[src/rtl/htd_pkg.sv]
// package for the huffman tree decoder
// shared widths, item mode codes and register indexes; no dependencies
package htd_pkg;

  localparam int IDX_BITS   = 9;
  localparam int BYTE_BITS  = 8;
  localparam int CNT_BITS   = 4;
  localparam int PAD_BITS   = 3;
  localparam int PADDR_BITS = 3;
  localparam int PDATA_BITS = 32;
  localparam int REG_BITS   = 1;

  localparam logic MODE_LOAD = 1'b0;
  localparam logic MODE_DATA = 1'b1;

  localparam logic [REG_BITS-1:0] REG_ROOT = 1'b0;

endpackage

[src/rtl/htd_seq.sv]
// bit walk sequencer of the huffman tree decoder: node table reads, symbol
// hold and output register; depends on htd_pkg and drives one htd_ram
module htd_seq #(
  parameter int MAX_NODES   = 512,
  parameter int SYMBOL_BITS = 8
) (
  input  logic                               clk,
  input  logic                               rst,
  input  logic [htd_pkg::IDX_BITS-1:0]       root,
  input  logic                               in_valid,
  output logic                               in_ready,
  input  logic                               mode,
  input  logic [htd_pkg::IDX_BITS-1:0]       node_index,
  input  logic [htd_pkg::IDX_BITS-1:0]       left_child,
  input  logic [htd_pkg::IDX_BITS-1:0]       right_child,
  input  logic                               is_leaf,
  input  logic [SYMBOL_BITS-1:0]             leaf_symbol,
  input  logic [htd_pkg::BYTE_BITS-1:0]      packed_byte,
  input  logic                               final_byte,
  input  logic [htd_pkg::PAD_BITS-1:0]       pad_bits,
  output logic                               out_valid,
  input  logic                               out_ready,
  output logic [SYMBOL_BITS-1:0]             symbol,
  output logic                               last_of_run,
  output logic                               mem_we,
  output logic [$clog2(MAX_NODES)-1:0]       mem_waddr,
  output logic [2*htd_pkg::IDX_BITS+SYMBOL_BITS:0] mem_wdata,
  output logic                               mem_re,
  output logic [$clog2(MAX_NODES)-1:0]       mem_raddr,
  input  logic [2*htd_pkg::IDX_BITS+SYMBOL_BITS:0] mem_rdata
);
  import htd_pkg::*;

  localparam int AW = $clog2(MAX_NODES);

  typedef struct packed {
    logic [IDX_BITS-1:0]    left;
    logic [IDX_BITS-1:0]    right;
    logic                   leaf;
    logic [SYMBOL_BITS-1:0] sym;
  } node_t;

  typedef enum logic [1:0] {
    S_IDLE,
    S_CUR,
    S_CHILD,
    S_FIN
  } state_t;

  state_t                 state;
  logic [IDX_BITS-1:0]    walk;
  logic [BYTE_BITS-1:0]   shreg;
  logic [CNT_BITS-1:0]    bits_left;
  logic                   fin;
  logic                   rd_ok;
  logic [IDX_BITS-1:0]    rd_idx_q;
  logic                   pend_valid;
  logic [SYMBOL_BITS-1:0] pend_sym;

  node_t               cur;
  node_t               wr_node;
  logic [IDX_BITS-1:0] child;
  logic [IDX_BITS-1:0] rd_idx;
  logic                rd_req;
  logic                out_free;
  logic                stall;
  logic                emit;
  logic                emit_last;

  assign in_ready = (state == S_IDLE);
  assign out_free = !out_valid || out_ready;
  assign cur      = rd_ok ? node_t'(mem_rdata) : '0;
  assign child    = shreg[BYTE_BITS-1] ? cur.right : cur.left;
  assign stall    = cur.leaf && pend_valid && !out_free;

  // node load
  assign wr_node.left  = left_child;
  assign wr_node.right = right_child;
  assign wr_node.leaf  = is_leaf;
  assign wr_node.sym   = leaf_symbol;
  assign mem_we    = in_valid && in_ready && (mode == MODE_LOAD) &&
                     (32'(node_index) < MAX_NODES);
  assign mem_waddr = AW'(node_index);
  assign mem_wdata = wr_node;

  always_comb begin
    rd_req = 1'b0;
    rd_idx = walk;
    case (state)
      S_IDLE: begin
        rd_req = in_valid && (mode == MODE_DATA);
      end
      S_CUR: begin
        rd_req = (bits_left != '0) && !cur.leaf;
        rd_idx = child;
      end
      S_CHILD: begin
        rd_req = !stall && (cur.leaf || (bits_left != '0));
        rd_idx = cur.leaf ? root : child;
      end
      default: begin
        rd_req = 1'b0;
      end
    endcase
  end

  // pending symbol moves to the output register
  always_comb begin
    emit      = 1'b0;
    emit_last = 1'b0;
    if ((state == S_CHILD) && !stall && cur.leaf && pend_valid) begin
      emit = 1'b1;
    end
    if ((state == S_FIN) && pend_valid && out_free) begin
      emit      = 1'b1;
      emit_last = 1'b1;
    end
  end

  assign mem_re    = rd_req;
  assign mem_raddr = AW'(rd_idx);

  always_ff @(posedge clk) begin
    if (rst) begin
      state      <= S_IDLE;
      walk       <= '0;
      pend_valid <= 1'b0;
      out_valid  <= 1'b0;
      rd_ok      <= 1'b0;
    end else begin
      if (emit) begin
        out_valid   <= 1'b1;
        symbol      <= pend_sym;
        last_of_run <= emit_last;
      end else if (out_valid && out_ready) begin
        out_valid <= 1'b0;
      end
      if (rd_req) begin
        rd_ok    <= (32'(rd_idx) < MAX_NODES);
        rd_idx_q <= rd_idx;
      end
      case (state)
        S_IDLE: begin
          if (in_valid && (mode == MODE_DATA)) begin
            shreg     <= packed_byte;
            bits_left <= final_byte ? CNT_BITS'(BYTE_BITS) - CNT_BITS'(pad_bits)
                                    : CNT_BITS'(BYTE_BITS);
            fin       <= final_byte;
            state     <= S_CUR;
          end
        end
        S_CUR: begin
          if ((bits_left == '0) || cur.leaf) begin
            state <= S_FIN;
          end else begin
            shreg     <= shreg << 1;
            bits_left <= bits_left - 1'b1;
            state     <= S_CHILD;
          end
        end
        S_CHILD: begin
          if (!stall) begin
            if (cur.leaf) begin
              walk       <= root;
              pend_valid <= 1'b1;
              pend_sym   <= cur.sym;
              state      <= S_CUR;
            end else begin
              walk <= rd_idx_q;
              if (bits_left == '0) begin
                state <= S_FIN;
              end else begin
                shreg     <= shreg << 1;
                bits_left <= bits_left - 1'b1;
              end
            end
          end
        end
        S_FIN: begin
          if (!pend_valid || out_free) begin
            if (fin) begin
              walk <= root;
            end
            pend_valid <= 1'b0;
            state      <= S_IDLE;
          end
        end
        default: begin
          state <= S_IDLE;
        end
      endcase
    end
  end

endmodule

[config.mk]
export PLATFORM = sky130hd
export DESIGN_NAME = htd_seq
export DESIGN_NICKNAME = d
export VERILOG_FILES = /design/src/rtl/htd_pkg.sv /design/src/rtl/htd_seq.sv
export SDC_FILE = /design/constraint.sdc
export NUM_CORES = 1
export LEC_CHECK = 0
export ABC_AREA = 1
export BUFFER_PORTS_ARGS = -buffer_cell sky130_fd_sc_hd__buf_2
export CORE_MARGIN = 1.5
export CORE_UTILIZATION = 46
export DETAILED_ROUTE_END_ITERATION = 10
export PLACE_DENSITY = 0.89
export SLEW_MARGIN = 40
export SYNTH_ARGS = -nofsm -noshare
export SYNTH_HDL_FRONTEND = slang
export SYNTH_SLANG_ARGS = --single-unit
[constraint.sdc]
create_clock -name clk -period 2.7 [get_ports clk]
set_clock_uncertainty 0.15 [all_clocks]
set_input_delay 0.27 -clock clk [delete_from_list [all_inputs] [get_ports clk]]
set_output_delay 0.27 -clock clk [all_outputs]
set_load 0.03 [all_outputs]
==> metrics.md, run 1 <==
| Metric | Value |
|---|---|
| Hold Path Origin | `final_byte` |
| R2r setup slk | `480 ps` |
| Slew HR | `54.2%` |
| Initial Util | `47.0%` |
| # IOs | `147` |
| Starting DRC count in detailed routing | `114` |
| Number of antenna violations at the first check in global routing | `0` |
| Vias in the first global route | `2251` |
| Final Core Density | `52.0%` |
| Routability congestion estimate | `0.923` |
| Clock root cell | `clkbuf_8` |
| Worst reg2reg endpoint | `rd_idx_q[0]$_DFFE_PP_` |
| Die height | `83.1 um` |
| Critical path launch point type | `register` |
| Routed vias/inst | `5.15` |
| Final setup vio count | `0` |
| Post-synthesis net count | `429` |
| Worst EP arrival | `2120 ps` |
| Clk Latency, worst-skew pair | `310 ps` |
| FF-to-FF Start | `state[0]$_SDFFE_PP0P_` |
| Largest net degree at the start of global routing | `20` |
| CP Class | `reg -> out` |
| Commonest non-fill, non-tap cell in the layout | `nand2_1` |
| Peak VDD IR | `0.657 mV` |
| Required time of the critical path | `2280 ps` |
| Tot Pwr | `3.19 mW` |
| Setup crit end kind | `output port` |
| FILL cells | `585` |
| DRT Pass-1 Iters | `5` |
| Gr usage total | `17.9%` |
| Global-route wire length before repair | `9.97 mm` |
| Post-DP HPWL | `4.47 mm` |
| Total CTS buffers | `5` |
| Final ANT Viol Nets | `0` |
| Worst-path maximum fanout | `7` |
| Run status | `complete, no violations` |
| # H-tree levels | `2` |
| Final Hold Fails | `0` |
| Post-Syn Area | `2950 um^2` |
| Sequential element share of the synthesized area | `49.2%` |
| Hold WC Path Type | `in -> reg` |
| Most frequent cells in the layout | `nand2_1, buf_2, edfxtp_1` |
| Seq cells post-synth | `53` |
| Drt total wl | `6.29 mm` |
| CTS clk-pin slew, worst paths | `110 ps` |
| Total number of vias | `2326` |
| Share of layout cells above drive strength 1 | `30.4%` |
| Placed Area | `3140 um^2` |
| Avg Inst Size Synth | `8.89 um^2` |
| Register Area | `1450 um^2` |
| Finished layout cell area | `3270 um^2` |
| Synth cell types | `28` |
| Max cap viols | `0` |
| Leak Pwr | `1.51 nW` |
| WL/cell | `13.9 um` |
| Die width | `83.1 um` |
| Clk buf depth | `2` |
| FF-to-FF path depth | `8` |
| Synth Instances | `332` |
| PD cells | `976 nW/um^2` |
| Fin nets | `471` |
| Fin Hold WS | `37.9 ps` |
| Crit share post-route | `94.1%` |
| Final slew viol count | `0` |
| N_diodes | `0` |
| Core area | `6280 um^2` |
| Die Area | `6910 um^2` |
| Clock sinks | `53` |
| CTS tree | `built` |
| Hold path cells | `1` |
| IO buf count | `74` |
| Yosys warnings | `0` |
| Layout area overhead | `10.6%` |
| Rows | `29` |
| RSZ-0062 raised after global routing | `no` |
| DRC Markers | `0` |
| FMAX | `394 MHz` |
| Min Tclk post-route | `2540 ps` |
| Hold EP | `fin$_DFFE_PP_` |
| Slew @ Worst Pin | `684 ps` |
| Overflow after GRT | `0` |
| Setup TNS | `0 ps` |
| Multi-input logic area | `1050 um^2` |
[per-stage QoR]
step,setup WS (ps),std cells
after floorplan,460,332
after global placement,524,443
after detailed placement,416,443
after CTS,49.0,451
after global routing,15.4,452
final,160,452
[sequential cells by signal, indices dropped and copies added, names as in the netlist]
register / flops
bits_left: 4
fin: 1
pend_valid: 1
rd_idx_q: 9
state: 2
last_of_run: 1
pend_sym: 8
symbol: 8
shreg: 8
rd_ok: 1
out_valid: 1
walk: 9
[synth_stat cells]
cell type   n  area, um^2
a21boi_4    1        18.8
ha_1        8         100
buf_4      36         270
nand4_1     1        6.26
clkbuf_1    3        11.3
a21oi_2     1        8.76
buf_2       5        25.0
o21a_1      1        7.51
buf_6       1        11.3
nand2_2     4        25.0
xor2_1      2        17.5
nor3_1      1        5.00
a22oi_1     9        67.6
edfxtp_1   39        1170
nand3_1    19        95.1
mux2_2      9         101
buf_1       1        3.75
inv_2       5        18.8
inv_1      36         135
o21ai_0    13        65.1
o21ai_2     1        8.76
o22ai_1     1        6.26
dfxtp_1    14         280
a21oi_1    23         115
o21ai_1     1        5.00
nor2_1     12        45.0
nand2_4     1        11.3
nand2_1    84         315
[critical path, stage by stage (launching register included)]
cell and delay, ps:
dfxtp_1 390, inv_2 140, ha_2 250, nand2_1 190, a21boi_2 310, nand2_1 100, a22oi_1 180, buf_2 240
[logic make-up after synthesis]
kind of cell / share of synthesized area (%)
fa+ha+maj: 3.39
compound gates: 10.3
buf+inv: 16.1
mux: 3.43
flops: 49.2
simple gates: 17.0
xor+xnor: 0.594
[how the worst max path moves through the flow]
stage	cells past startpoint	from	slack (ps)	end
2_1_floorplan	6	state[0]$_SDFFE_PP0P_	460	rd_idx_q[8]$_DFFE_PP_
3_3_place_gp	7	state[0]$_SDFFE_PP0P_	520	mem_raddr[4]
3_5_place_dp	7	state[0]$_SDFFE_PP0P_	420	mem_raddr[2]
4_1_cts	7	state[0]$_SDFFE_PP0P_	50	mem_raddr[2]
5_1_grt	7	state[0]$_SDFFE_PP0P_	20	mem_raddr[8]
6_report	7	state[0]$_SDFFE_PP0P_	160	mem_raddr[0]
[timing repair]
| action | 4_1_cts | 5_1_grt |
|---|---|---|
| setup buffers | 0 | 0 |
| resized for setup | 0 | 5 |
| hold buffers | 0 | 0 |
| endpoints found under the setup margin | 0 | 9 |
[layout make-up]
class                           instances  share of cell area, %
Multi-Input combinational cell        193                   32.2
Clock buffer                            5                   2.11
Timing Repair Buffer                   80                   12.8
Clock inverter                          3                  0.805
Sequential cell                        53                   44.4
Inverter                               41                   4.71
Tap cell                               77                   2.95
[where the power goes]
part	switching, mW	internal, mW	total [mW]
clock	0.286	0.189	0.476
sequential	0.0821	1.12	1.20
combinational	0.996	0.515	1.51
total	1.36	1.82	3.19
[per-layer routing]
metal	track usage [%]	share of wire, %	vias up
met4	7.12	2.8	0
li1	-	-	1134
met5	0	0	-
met2	29.6	48	96
met3	3.98	6.3	24
met1	23.0	43	1072
Note: power is estimated with default switching activity, not from simulation.
==> run 2, diff against run 1 <==
--- a/config.mk
+++ b/config.mk
@@ -7,9 +7,10 @@
 export LEC_CHECK = 0
 export ABC_AREA = 1
 export BUFFER_PORTS_ARGS = -buffer_cell sky130_fd_sc_hd__buf_2
-export CORE_MARGIN = 1.5
+export CORE_MARGIN = 2
 export CORE_UTILIZATION = 46
 export DETAILED_ROUTE_END_ITERATION = 10
+export HOLD_SLACK_MARGIN = 0.12
 export PLACE_DENSITY = 0.89
 export SLEW_MARGIN = 40
 export SYNTH_ARGS = -nofsm -noshare
==> metrics.md, run 2 (synthesis gave the netlist of run 1 again) <==
| Metric | Value |
|---|---|
| WL/cell | `13.4 um` |
| N_diodes | `0` |
| Rows | `29` |
| Total number of vias | `2389` |
| RSZ-0062 raised after global routing | `no` |
| Clock sinks | `53` |
| Fin nets | `488` |
| Register Area | `1450 um^2` |
| Critical path launch point type | `register` |
| Global-route wire length before repair | `10.1 mm` |
| Worst EP arrival | `2050 ps` |
| Crit share post-route | `91.3%` |
| Drt total wl | `6.26 mm` |
| Tot Pwr | `3.16 mW` |
| Slowest stage cell, crit path | `dfxtp_2` |
| Hold WC Path Type | `in -> reg` |
| Final slew viol count | `0` |
| Die width | `84.1 um` |
| Largest net degree at the start of global routing | `22` |
| Max cap viols | `0` |
| Total CTS buffers | `5` |
| Setup crit end kind | `output port` |
| CP max stage delay | `370 ps` |
| FMAX | `406 MHz` |
| Worst-path maximum fanout | `7` |
| Multi-input logic area | `1040 um^2` |
| Peak VDD IR | `0.577 mV` |
| Final setup vio count | `0` |
| CTS clk-pin slew, worst paths | `100 ps` |
| Layout area overhead | `16.3%` |
| Final ANT Viol Nets | `0` |
| Die Area | `7070 um^2` |
| Gr usage total | `17.6%` |
| CTS tree | `built` |
| # IOs | `147` |
| Setup WS post-layout | `235 ps` |
| CP Class | `reg -> out` |
| Routability congestion estimate | `0.859` |
| Core area | `6280 um^2` |
| Placed Area | `3130 um^2` |
| Setup TNS | `0 ps` |
| Top flop regs | `rd_idx_q: 9 flops, walk: 9 flops` |
| Routed vias/inst | `5.09` |
| Starting DRC count in detailed routing | `126` |
| Finished layout cell area | `3430 um^2` |
| Die height | `84.1 um` |
| IO buf count | `74` |
| Clock root cell | `clkbuf_8` |
| Clk buf depth | `2` |
| Overflow after GRT | `0` |
| Leak Pwr | `1.58 nW` |
| Setup bufs post-CTS | `0` |
| Slew @ Worst Pin | `690 ps` |
| DRT Pass-1 Iters | `5` |
| Final Hold Fails | `0` |
| Placement Setup Slack | `417 ps` |
| Crit path cell chain | `inv_1, ha_2, nand2_2, a21boi_2, nand2_1, a22oi_1, buf_2` |
| Number of antenna violations at the first check in global routing | `0` |
| Run status | `complete, no violations` |
| # H-tree levels | `2` |
| Commonest non-fill, non-tap cell in the layout | `nand2_1` |
| Required time of the critical path | `2280 ps` |
| Vias in the first global route | `2259` |
| DRC Markers | `0` |
| Clk Latency, worst-skew pair | `310 ps` |
| Post-DP HPWL | `4.38 mm` |
| Final Core Density | `54.7%` |
| Share of layout cells above drive strength 1 | `29.3%` |
| FILL cells | `562` |
| Slew HR | `53.9%` |
| Most frequent cells in the layout | `nand2_1, buf_2, edfxtp_1` |
| Min Tclk post-route | `2470 ps` |
| PD cells | `921 nW/um^2` |
| Initial Util | `47.0%` |
## run 2: area by class of cell
type | instances | share of cell area [%]
multi-input combinational | 193 | 30.4
sequential | 53 | 42.3
clock buffer | 5 | 2.00
clock inverter | 3 | 0.765
timing repair buffer | 97 | 17.2
inverter | 41 | 4.48
tap | 77 | 2.81
## run 2: worst paths after layout
kind / start / to / slack, ps / cells past startpoint
worst max-delay path: state[0]$_SDFFE_PP0P_ / mem_raddr[0] / 230 / 7
worst min-delay path: out_ready / out_valid$_SDFFE_PP0P_ / 140 / 4
worst max register to register: state[0]$_SDFFE_PP0P_ / rd_idx_q[3]$_DFFE_PP_ / 540 / 8
worst min register to register: pend_sym[0]$_SDFFCE_PN0P_ / symbol[0]$_DFFE_PP_ / 280 / 0
## run 2: metrics by stage
step                hold slack, ps  cells
floorplan                      219    332
global placement               251    442
detailed placement             255    442
CTS                            145    468
global route                   178    469
finish                         143    469
## run 2: repair_timing
| action | 4_1_cts | 5_1_grt |
|---|---|---|
| hold buffers | 18 | 0 |
| hold endpoints to repair | 19 | 0 |
| resized for setup | 0 | 6 |
| setup endpoints to repair | 0 | 9 |
## run 2: metal layers
| layer | wire length (um) | track usage, % | up-vias |
|---|---|---|---|
| met3 | 501 | 5.24 | 12 |
| met1 | 2580 | 21.0 | 1090 |
| met5 | 0 | 0 | - |
| met2 | 3040 | 30.4 | 117 |
| met4 | 138 | 5.72 | 0 |
| li1 | - | - | 1170 |
## run 2: critical path, delay by kind of cell (launching register included)
family | cells | cell delay, ps
compound gates | 2 | 500
fa+ha+maj | 1 | 270
buf+inv | 2 | 370
flops | 1 | 370
simple gates | 2 | 220
## run 2: where the power goes
group / switching, mW / total (mW) / leakage (nW) / internal, mW
clock: 0.280 / 0.469 / 0.0423 / 0.189
sequential: 0.0817 / 1.20 / 0.474 / 1.12
combinational: 0.978 / 1.49 / 1.07 / 0.513
